$ cat config.mk
export PLATFORM = sky130hd
export DESIGN_NAME = pulse_blink_output_channel_flat
export DESIGN_NICKNAME = d
export VERILOG_FILES = /design/src/rtl/pbo_pkg.sv /design/src/rtl/pbo_if.sv /design/src/rtl/pulse_blink_output_channel.sv /design/src/rtl/pbo_cfg.sv /design/src/rtl/pbo_rem.sv /design/src/flat_wrapper.sv
export SDC_FILE = /design/constraint.sdc
export NUM_CORES = 1
export LEC_CHECK = 0
export ABC_AREA = 1
export BUFFER_PORTS_ARGS = -buffer_cell sky130_fd_sc_hd__buf_2
export CORE_ASPECT_RATIO = 1.2
export CORE_MARGIN = 5
export CORE_UTILIZATION = 35
export CTS_CLUSTER_DIAMETER = 150
export DETAILED_ROUTE_END_ITERATION = 10
export SETUP_SLACK_MARGIN = 0.02
export SLEW_MARGIN = 20
export SYNTH_ARGS = -nofsm -noshare
export SYNTH_HDL_FRONTEND = slang
export SYNTH_SLANG_ARGS = --single-unit
$ cat constraint.sdc
create_clock -name i_clk -period 4.3 [get_ports i_clk]
set_input_delay 0.215 -clock i_clk [delete_from_list [all_inputs] [get_ports i_clk]]
set_output_delay 0.215 -clock i_clk [all_outputs]
set_load 0.005 [all_outputs]
$ cat src/rtl/pbo_pkg.sv
// shared types and constants for the pulse/blink output channel
// no dependencies; imported by every other file of the block
package pbo_pkg;

    localparam int DW = 32;

    localparam logic [1:0] MODE_STEADY = 2'd0;
    localparam logic [1:0] MODE_PULSE  = 2'd1;
    localparam logic [1:0] MODE_BLINK  = 2'd2;

    localparam logic [1:0] REG_MODE      = 2'd0;
    localparam logic [1:0] REG_PULSE_LEN = 2'd1;
    localparam logic [1:0] REG_PERIOD    = 2'd2;
    localparam logic [1:0] REG_ON_TIME   = 2'd3;

    localparam logic KIND_TICK  = 1'b0;
    localparam logic KIND_WRITE = 1'b1;

    localparam logic [DW-1:0] ON_TIME_RST = 32'd65535;

    typedef struct packed {
        logic [1:0]    mode;
        logic [DW-1:0] pulse_len;
        logic [DW-1:0] period;
        logic [DW-1:0] on_time;
    } t_cfg;

endpackage

$ cat src/rtl/pbo_if.sv
// valid/ready channel interfaces for input items and result items
// depends on pbo_pkg
interface pbo_item_if;
    import pbo_pkg::*;
    logic          valid;
    logic          ready;
    logic          kind;
    logic [DW-1:0] now_ms;
    logic          level;
    modport source (output valid, kind, now_ms, level, input ready);
    modport sink   (input valid, kind, now_ms, level, output ready);
endinterface

interface pbo_result_if;
    logic valid;
    logic ready;
    logic drive;
    logic active;
    modport source (output valid, drive, active, input ready);
    modport sink   (input valid, drive, active, output ready);
endinterface

$ cat src/rtl/pulse_blink_output_channel.sv
// pulse/blink output channel: steady, one-shot pulse and blink pattern modes
// writes and ticks outside blink-with-period go straight to the result register; a blink tick
// with nonzero period runs the remainder unit (32 serial remainder steps) in S_DIV, then S_FIN registers
// the result; one item per cycle while idle and the result slot is free (input held in S_DIV/S_FIN)
// sync active-low reset clears control/output state, not r_now or divider data; on-time resets to 65535, others to 0
// depends on pbo_pkg, pbo_if, pbo_cfg, pbo_rem
module pulse_blink_output_channel (
    input  logic                   i_clk,
    input  logic                   i_rst_n,
    pbo_item_if.sink               i_item,
    pbo_result_if.source           o_result,
    input  logic                   i_cfg_we,
    input  logic [1:0]             i_cfg_idx,
    input  logic [pbo_pkg::DW-1:0] i_cfg_data
);
    import pbo_pkg::*;

    typedef enum logic [1:0] {S_IDLE, S_DIV, S_FIN} t_state;

    t_state        r_state, n_state;
    logic          r_req, n_req;
    logic [DW-1:0] r_ps, n_ps;
    logic [DW-1:0] r_anchor, n_anchor;
    logic          r_drive, n_drive;
    logic [DW-1:0] r_now, n_now;
    logic          r_out_valid, n_out_valid;
    logic          r_out_drive, n_out_drive;
    logic          r_out_active, n_out_active;

    t_cfg          w_cfg;
    logic          w_period_wr;
    logic          w_ready;
    logic          w_acc;
    logic          w_start;
    logic [DW-1:0] w_dividend;
    logic          w_rem_done;
    logic [DW-1:0] w_rem;
    logic          w_slot_free;

    pbo_cfg u_cfg (
        .i_clk       (i_clk),
        .i_rst_n     (i_rst_n),
        .i_cfg_we    (i_cfg_we),
        .i_cfg_idx   (i_cfg_idx),
        .i_cfg_data  (i_cfg_data),
        .o_cfg       (w_cfg),
        .o_period_wr (w_period_wr)
    );

    pbo_rem u_rem (
        .i_clk      (i_clk),
        .i_rst_n    (i_rst_n),
        .i_start    (w_start),
        .i_dividend (w_dividend),
        .i_divisor  (w_cfg.period),
        .o_done     (w_rem_done),
        .o_rem      (w_rem)
    );

    assign w_slot_free = !r_out_valid || o_result.ready;
    assign w_ready     = (r_state == S_IDLE) && w_slot_free;
    assign w_acc       = w_ready && i_item.valid;

    always_comb begin
        logic          v_req;
        logic [DW-1:0] v_ps;
        logic [DW-1:0] v_anchor;
        logic          v_on;
        logic [DW:0]   v_end;

        n_state      = r_state;
        n_req        = r_req;
        n_ps         = r_ps;
        n_anchor     = r_anchor;
        n_drive      = r_drive;
        n_now        = r_now;
        n_out_valid  = r_out_valid;
        n_out_drive  = r_out_drive;
        n_out_active = r_out_active;
        w_start      = 1'b0;
        v_req        = r_req;
        v_ps         = r_ps;
        v_anchor     = r_anchor;
        v_on         = 1'b0;
        v_end        = {1'b0, r_ps} + {1'b0, w_cfg.pulse_len};
        w_dividend   = i_item.now_ms - r_anchor;

        if (r_out_valid && o_result.ready) begin
            n_out_valid = 1'b0;
        end

        case (r_state)
            S_IDLE: begin
                if (w_acc) begin
                    if (i_item.kind == KIND_WRITE) begin
                        if (w_cfg.mode == MODE_PULSE && w_cfg.pulse_len != '0
                                && !i_item.level) begin
                            v_ps = '0;
                        end
                        n_req        = i_item.level;
                        n_ps         = v_ps;
                        n_out_valid  = 1'b1;
                        n_out_drive  = r_drive;
                        n_out_active = (w_cfg.mode == MODE_PULSE) ? (v_ps != '0)
                                                                  : i_item.level;
                    end else begin
                        if (w_cfg.mode == MODE_PULSE) begin
                            if (v_req) begin
                                v_ps  = i_item.now_ms;
                                v_req = 1'b0;
                            end
                            // end time kept at 33 bits so it never wraps
                            v_end = {1'b0, v_ps} + {1'b0, w_cfg.pulse_len};
                            if (v_ps != '0 && {1'b0, i_item.now_ms} < v_end) begin
                                v_on = 1'b1;
                            end else begin
                                v_ps = '0;
                            end
                        end
                        if (v_req) begin
                            if (w_cfg.mode == MODE_BLINK) begin
                                if (v_anchor == '0) begin
                                    v_anchor = i_item.now_ms;
                                end
                                if (w_cfg.period == '0) begin
                                    v_on = 1'b1;
                                end
                            end else begin
                                v_on = 1'b1;
                            end
                        end
                        n_req      = v_req;
                        n_ps       = v_ps;
                        n_anchor   = v_anchor;
                        w_dividend = i_item.now_ms - v_anchor;
                        if (v_req && w_cfg.mode == MODE_BLINK && w_cfg.period != '0) begin
                            w_start = 1'b1;
                            n_now   = i_item.now_ms;
                            n_state = S_DIV;
                        end else begin
                            n_drive      = v_on;
                            n_out_valid  = 1'b1;
                            n_out_drive  = v_on;
                            n_out_active = (w_cfg.mode == MODE_PULSE) ? (v_ps != '0)
                                                                      : v_req;
                        end
                    end
                end
            end
            S_DIV: begin
                if (w_rem_done) begin
                    n_state = S_FIN;
                end
            end
            S_FIN: begin
                if (w_slot_free) begin
                    // realigned anchor is now minus the phase within the period
                    n_anchor     = r_now - w_rem;
                    n_drive      = w_rem < w_cfg.on_time;
                    n_out_valid  = 1'b1;
                    n_out_drive  = w_rem < w_cfg.on_time;
                    n_out_active = r_req;
                    n_state      = S_IDLE;
                end
            end
            default: begin
                n_state = S_IDLE;
            end
        endcase

        if (w_period_wr) begin
            n_anchor = '0;
        end
    end

    always_ff @(posedge i_clk) begin
        if (!i_rst_n) begin
            r_state      <= S_IDLE;
            r_req        <= 1'b0;
            r_ps         <= '0;
            r_anchor     <= '0;
            r_drive      <= 1'b0;
            r_out_valid  <= 1'b0;
            r_out_drive  <= 1'b0;
            r_out_active <= 1'b0;
        end else begin
            r_state      <= n_state;
            r_req        <= n_req;
            r_ps         <= n_ps;
            r_anchor     <= n_anchor;
            r_drive      <= n_drive;
            r_out_valid  <= n_out_valid;
            r_out_drive  <= n_out_drive;
            r_out_active <= n_out_active;
        end
        r_now <= n_now;
    end

    assign i_item.ready    = w_ready;
    assign o_result.valid  = r_out_valid;
    assign o_result.drive  = r_out_drive;
    assign o_result.active = r_out_active;

    a_no_accept_on_stall: assert property (@(posedge i_clk) disable iff (!i_rst_n)
        (r_out_valid && !o_result.ready) |-> !i_item.ready)
        else $error("item taken while result stalled");

    a_done_in_div: assert property (@(posedge i_clk) disable iff (!i_rst_n)
        w_rem_done |-> (r_state == S_DIV))
        else $error("remainder done outside divide state");

    a_start_enters_div: assert property (@(posedge i_clk) disable iff (!i_rst_n)
        w_start |=> (r_state == S_DIV))
        else $error("divide start did not enter divide state");

    a_div_leaves_right: assert property (@(posedge i_clk) disable iff (!i_rst_n)
        (r_state == S_DIV) |=> (r_state == S_DIV || r_state == S_FIN))
        else $error("divide state left early");

endmodule

$ cat src/rtl/pbo_cfg.sv
// configuration register file: mode, pulse length, blink period and on-time
// depends on pbo_pkg
module pbo_cfg (
    input  logic                  i_clk,
    input  logic                  i_rst_n,
    input  logic                  i_cfg_we,
    input  logic [1:0]            i_cfg_idx,
    input  logic [pbo_pkg::DW-1:0] i_cfg_data,
    output pbo_pkg::t_cfg         o_cfg,
    output logic                  o_period_wr
);
    import pbo_pkg::*;

    t_cfg r_cfg;

    always_ff @(posedge i_clk) begin
        if (!i_rst_n) begin
            r_cfg.mode      <= MODE_STEADY;
            r_cfg.pulse_len <= '0;
            r_cfg.period    <= '0;
            r_cfg.on_time   <= ON_TIME_RST;
        end else if (i_cfg_we) begin
            case (i_cfg_idx)
                REG_MODE:      r_cfg.mode      <= i_cfg_data[1:0];
                REG_PULSE_LEN: r_cfg.pulse_len <= i_cfg_data;
                REG_PERIOD:    r_cfg.period    <= i_cfg_data;
                REG_ON_TIME:   r_cfg.on_time   <= i_cfg_data;
                default: begin
                end
            endcase
        end
    end

    assign o_cfg       = r_cfg;
    assign o_period_wr = i_cfg_we && (i_cfg_idx == REG_PERIOD);

endmodule

$ cat src/rtl/pbo_rem.sv
// bit-serial restoring remainder unit, one quotient bit per cycle
// depends on pbo_pkg
module pbo_rem (
    input  logic                   i_clk,
    input  logic                   i_rst_n,
    input  logic                   i_start,
    input  logic [pbo_pkg::DW-1:0] i_dividend,
    input  logic [pbo_pkg::DW-1:0] i_divisor,
    output logic                   o_done,
    output logic [pbo_pkg::DW-1:0] o_rem
);
    import pbo_pkg::*;

    localparam int CW = $clog2(DW);

    logic          r_busy, n_busy;
    logic          r_done, n_done;
    logic [CW-1:0] r_cnt, n_cnt;
    logic [DW-1:0] r_rem, n_rem;
    logic [DW-1:0] r_dvd, n_dvd;
    logic [DW-1:0] r_dsr, n_dsr;
    logic [DW:0]   w_trial;
    logic [DW:0]   w_diff;

    // shared subtract/compare: shift in next dividend bit, try the divisor
    assign w_trial = {r_rem, r_dvd[DW-1]};
    assign w_diff  = w_trial - {1'b0, r_dsr};

    always_comb begin
        n_busy = r_busy;
        n_done = 1'b0;
        n_cnt  = r_cnt;
        n_rem  = r_rem;
        n_dvd  = r_dvd;
        n_dsr  = r_dsr;
        if (i_start) begin
            n_busy = 1'b1;
            n_cnt  = '0;
            n_rem  = '0;
            n_dvd  = i_dividend;
            n_dsr  = i_divisor;
        end else if (r_busy) begin
            n_rem = w_diff[DW] ? w_trial[DW-1:0] : w_diff[DW-1:0];
            n_dvd = {r_dvd[DW-2:0], 1'b0};
            n_cnt = r_cnt + 1'b1;
            if (r_cnt == CW'(DW - 1)) begin
                n_busy = 1'b0;
                n_done = 1'b1;
            end
        end
    end

    always_ff @(posedge i_clk) begin
        if (!i_rst_n) begin
            r_busy <= 1'b0;
            r_done <= 1'b0;
            r_cnt  <= '0;
        end else begin
            r_busy <= n_busy;
            r_done <= n_done;
            r_cnt  <= n_cnt;
        end
        r_rem <= n_rem;
        r_dvd <= n_dvd;
        r_dsr <= n_dsr;
    end

    assign o_done = r_done;
    assign o_rem  = r_rem;

endmodule
$ cat src/flat_wrapper.sv
// flat-port wrapper written by rule: the top's interface ports become plain ports
module pulse_blink_output_channel_flat import pbo_pkg::*;
  (i_clk, i_rst_n, i_cfg_we, i_cfg_idx, i_cfg_data, i_item_valid, i_item_kind, i_item_now_ms, i_item_level, i_item_ready, o_result_valid, o_result_drive, o_result_active, o_result_ready);
  pbo_item_if i_item_i ();
  pbo_result_if o_result_i ();
  input  logic i_clk;
  input  logic i_rst_n;
  input  logic i_cfg_we;
  input  logic [1:0] i_cfg_idx;
  input  logic [pbo_pkg::DW-1:0] i_cfg_data;
  input wire logic [$bits(i_item_i.valid)-1:0] i_item_valid;
  input wire logic [$bits(i_item_i.kind)-1:0] i_item_kind;
  input wire logic [$bits(i_item_i.now_ms)-1:0] i_item_now_ms;
  input wire logic [$bits(i_item_i.level)-1:0] i_item_level;
  output wire logic [$bits(i_item_i.ready)-1:0] i_item_ready;
  output wire logic [$bits(o_result_i.valid)-1:0] o_result_valid;
  output wire logic [$bits(o_result_i.drive)-1:0] o_result_drive;
  output wire logic [$bits(o_result_i.active)-1:0] o_result_active;
  input wire logic [$bits(o_result_i.ready)-1:0] o_result_ready;
  assign i_item_i.valid = i_item_valid;
  assign i_item_i.kind = i_item_kind;
  assign i_item_i.now_ms = i_item_now_ms;
  assign i_item_i.level = i_item_level;
  assign i_item_ready = i_item_i.ready;
  assign o_result_valid = o_result_i.valid;
  assign o_result_drive = o_result_i.drive;
  assign o_result_active = o_result_i.active;
  assign o_result_i.ready = o_result_ready;
  pulse_blink_output_channel u_core (.i_clk(i_clk), .i_rst_n(i_rst_n), .i_item(i_item_i), .o_result(o_result_i), .i_cfg_we(i_cfg_we), .i_cfg_idx(i_cfg_idx), .i_cfg_data(i_cfg_data));
endmodule
==> metrics.txt <==
status=finished clean; Largest delay share family, worst path=simple AND/OR/NAND/NOR gates; TritonCTS buffer count=37; Worst R2R Path Depth=30; Tmin final=around 4000 ps; Cell Area, Synth=between 20000 and 25000 µm²; die area=roughly 68000 µm²; Hold Path Class=input port to flop; PwrDens=around 340 nW/µm²; Bufs and invs on worst path=3; antenna violation net count after detailed routing=0; Max-Slew Margin vs Limit=28.2%; initial core utilization=a little over a third; most frequent CP cell=nand2_1; total power=~8.6 mW; Pre-antenna DRT Iters=5; maximum fanout along the worst path=12; diode count=0; root buffer cell=clkbuf_16; setup TNS=0 ps; non-filler instance count after layout=between 4000 and 5000; detailed-route wire length=just under 80000 µm; Yosys top cell area share=a little under a fifth; Detail Placement HPWL=slightly below 60000 µm; critical path data required time=4720 ps; syn avg cell area=7.06 µm²; final setup vio count=0; r2r setup slk=roughly 280 ps; layout cells sized above 1=around a tenth; synth unique cells=between 50 and 60; IO buf count=76; Worst Hold Path Cells=1; max_cap viols=0; startpoint types=flop; fin crit share=between 90% and 100%; GR Util All Layers=a little over a fifth; post-synthesis instance total=between 3000 and 4000; first-pass GRT wire length=118000 µm; Peak Freq=~250 MHz; H-tree levels=2; commonest non-fill, non-tap cell in the layout=nand2_1; Least-Margin Pin Slew=1080 ps; Area growth, synth to finish=15.1%; FFs w/ async S/R, synth=0%; Clock Skew=19.6 ps; Crit Path Class=flop to flop; hold endpoint=u_core.r_now[29]; DR WL/cell=approximately 19 µm; Vias per Instance=5.27; CTS tree=done; GP Congestion=between 0.9 and 1; fin nets=3503; post-layout instance area=about 25000 µm²; P_leak=between 10 and 15 nW; largest net degree at the start of global routing=85; synth warn=0; clock sink total=around 300; CP endpoint kind=flop; io pins=77; Worst Setup Slack, final=roughly 280 ps; Slowest-stage cell, CP=dfxtp_4; Bufs on Longest Clock Path=3; arrival time at the worst endpoint=about 4400 ps; Clk Latency, worst-skew pair=570 ps; slowest stage delay, CP=about 370 ps; core footprint=between 60000 and 70000 µm²; vias in the first global route=just over 20000; maximum VDD drop=about 0.23 mV; row cnt=100; die height=roughly 280 µm; worst reg2reg endpoint=u_core.r_ps[0]; commonest cells after routing, fill and taps aside=nand2_1, inv_1, nor2_1; global route overflow=0; ys flop type=dfxtp_1; Net Count, Synth=~3400; top cell type by total area after synthesis=dfxtp_1; die width=roughly 240 µm; filler cell count=6548; DRT iter0 DRCs=about 1700; number of remaining DRC errors=0; RSZ-0062 raised after global routing=yes; min-delay src=i_item_now_ms[29]; Final Hold Fails=0; dpl ws=-342 ps; Area contributors post-synth=dfxtp_1, edfxtp_1, nand2_1, ha_1, a21oi_1; Cells after DPL=between 3000 and 4000; initial antenna violation count=1; hold_ws=around 54 ps; #FFs+latches synth=roughly 300; CTS clk-pin slew, worst paths=60 ps; max-slew violation count=0; Post-synth EDFFs=between 90 and 100; Critical R2R Launch=u_core.r_req; final core utilization=~41%; register area share after synthesis=approximately 32%; area of placed instances=about 23000 µm²; vias=around 21000
-- power by group --
part | internal [mW] | switching [mW] | leakage, nW | total, mW
registers | 3.07 | 0.119 | 2.59 | 3.19
clock network | 1.78 | 1.39 | 0.590 | 3.17
logic | 0.810 | 1.48 | 7.89 | 2.29
-- cell usage after synthesis (all sizes together) (22+ instances only) --
library cell	count
edfxtp	96
o21ai	264
a21oi	330
buf	33
clkbuf	72
nor3	28
ha	191
o22ai	23
xor2	52
o211ai	22
xnor2	37
inv	360
nand2	706
nand4	46
dfxtp	208
nand3	157
nor2	329
-- state kept, by name (all words and copies together), names as in the netlist, 2 cells and up --
register	flops
u_core.u_rem.o_rem	32
u_core.r_anchor	32
u_core.r_now	32
u_core.u_rem.r_dvd	32
u_core.u_rem.r_dsr	32
u_core.r_ps	32
u_core.r_state	2
u_core.u_rem.r_cnt	5
u_core.u_cfg.o_cfg	98
-- kinds of logic (layout without fill, tap and decap cells) --
logic type	count (synthesis)	in the layout	synth area share (%)
AND/OR/NAND/NOR	1308	1308	25.3
AO/OA/AOI/OAI	739	739	18.7
buffers and inverters	466	624	8.78
flip-flops	304	304	32.2
adder cells (fa/ha/maj)	196	196	11.4
XOR/XNOR	89	89	3.56
multiplexers	3	3	0.154
-- final cells by class --
class                           count  area [µm²]  share of cell area, %
Inverter                          361        1370                   5.42
Tap cell                          816        1020                   4.05
Timing Repair Buffer              195        1450                   5.77
Sequential cell                   304        7050                   28.0
Clock inverter                     19         174                  0.690
Multi-Input combinational cell   2335       13100                   52.0
Clock buffer                       49        1030                   4.09
-- layer usage --
metal	track usage (%)	vias to the layer above	wire length, µm
li1	-	10700	-
met1	26.8	9970	32100
met5	0	-	10
met3	2.96	164	4080
met2	38.3	633	37200
met4	10.0	2	4320
-- timing repair --
action                     4_1_cts  5_1_grt
hold buffers                    37        0
hold endpoints to repair        69        0
gates resized for setup          4       44
gates cloned                     0        3
setup endpoints to repair       12       47
pin swaps                        0       15
setup buffers                    0        2
-- how the worst max path moves through the flow --
stage,to,startpoint,cells after the start
6_report,u_core.r_ps[0],u_core.r_req,30
5_1_grt,u_core.r_ps[0],u_core.r_req,34
4_1_cts,u_core.r_ps[0],u_core.r_req,31
3_5_place_dp,u_core.u_rem.r_dvd[22],u_core.r_req,19
3_3_place_gp,u_core.u_rem.r_dvd[22],u_core.r_req,19
2_1_floorplan,u_core.r_ps[1],u_core.r_req,32
Power figures use the tool's default switching activity.
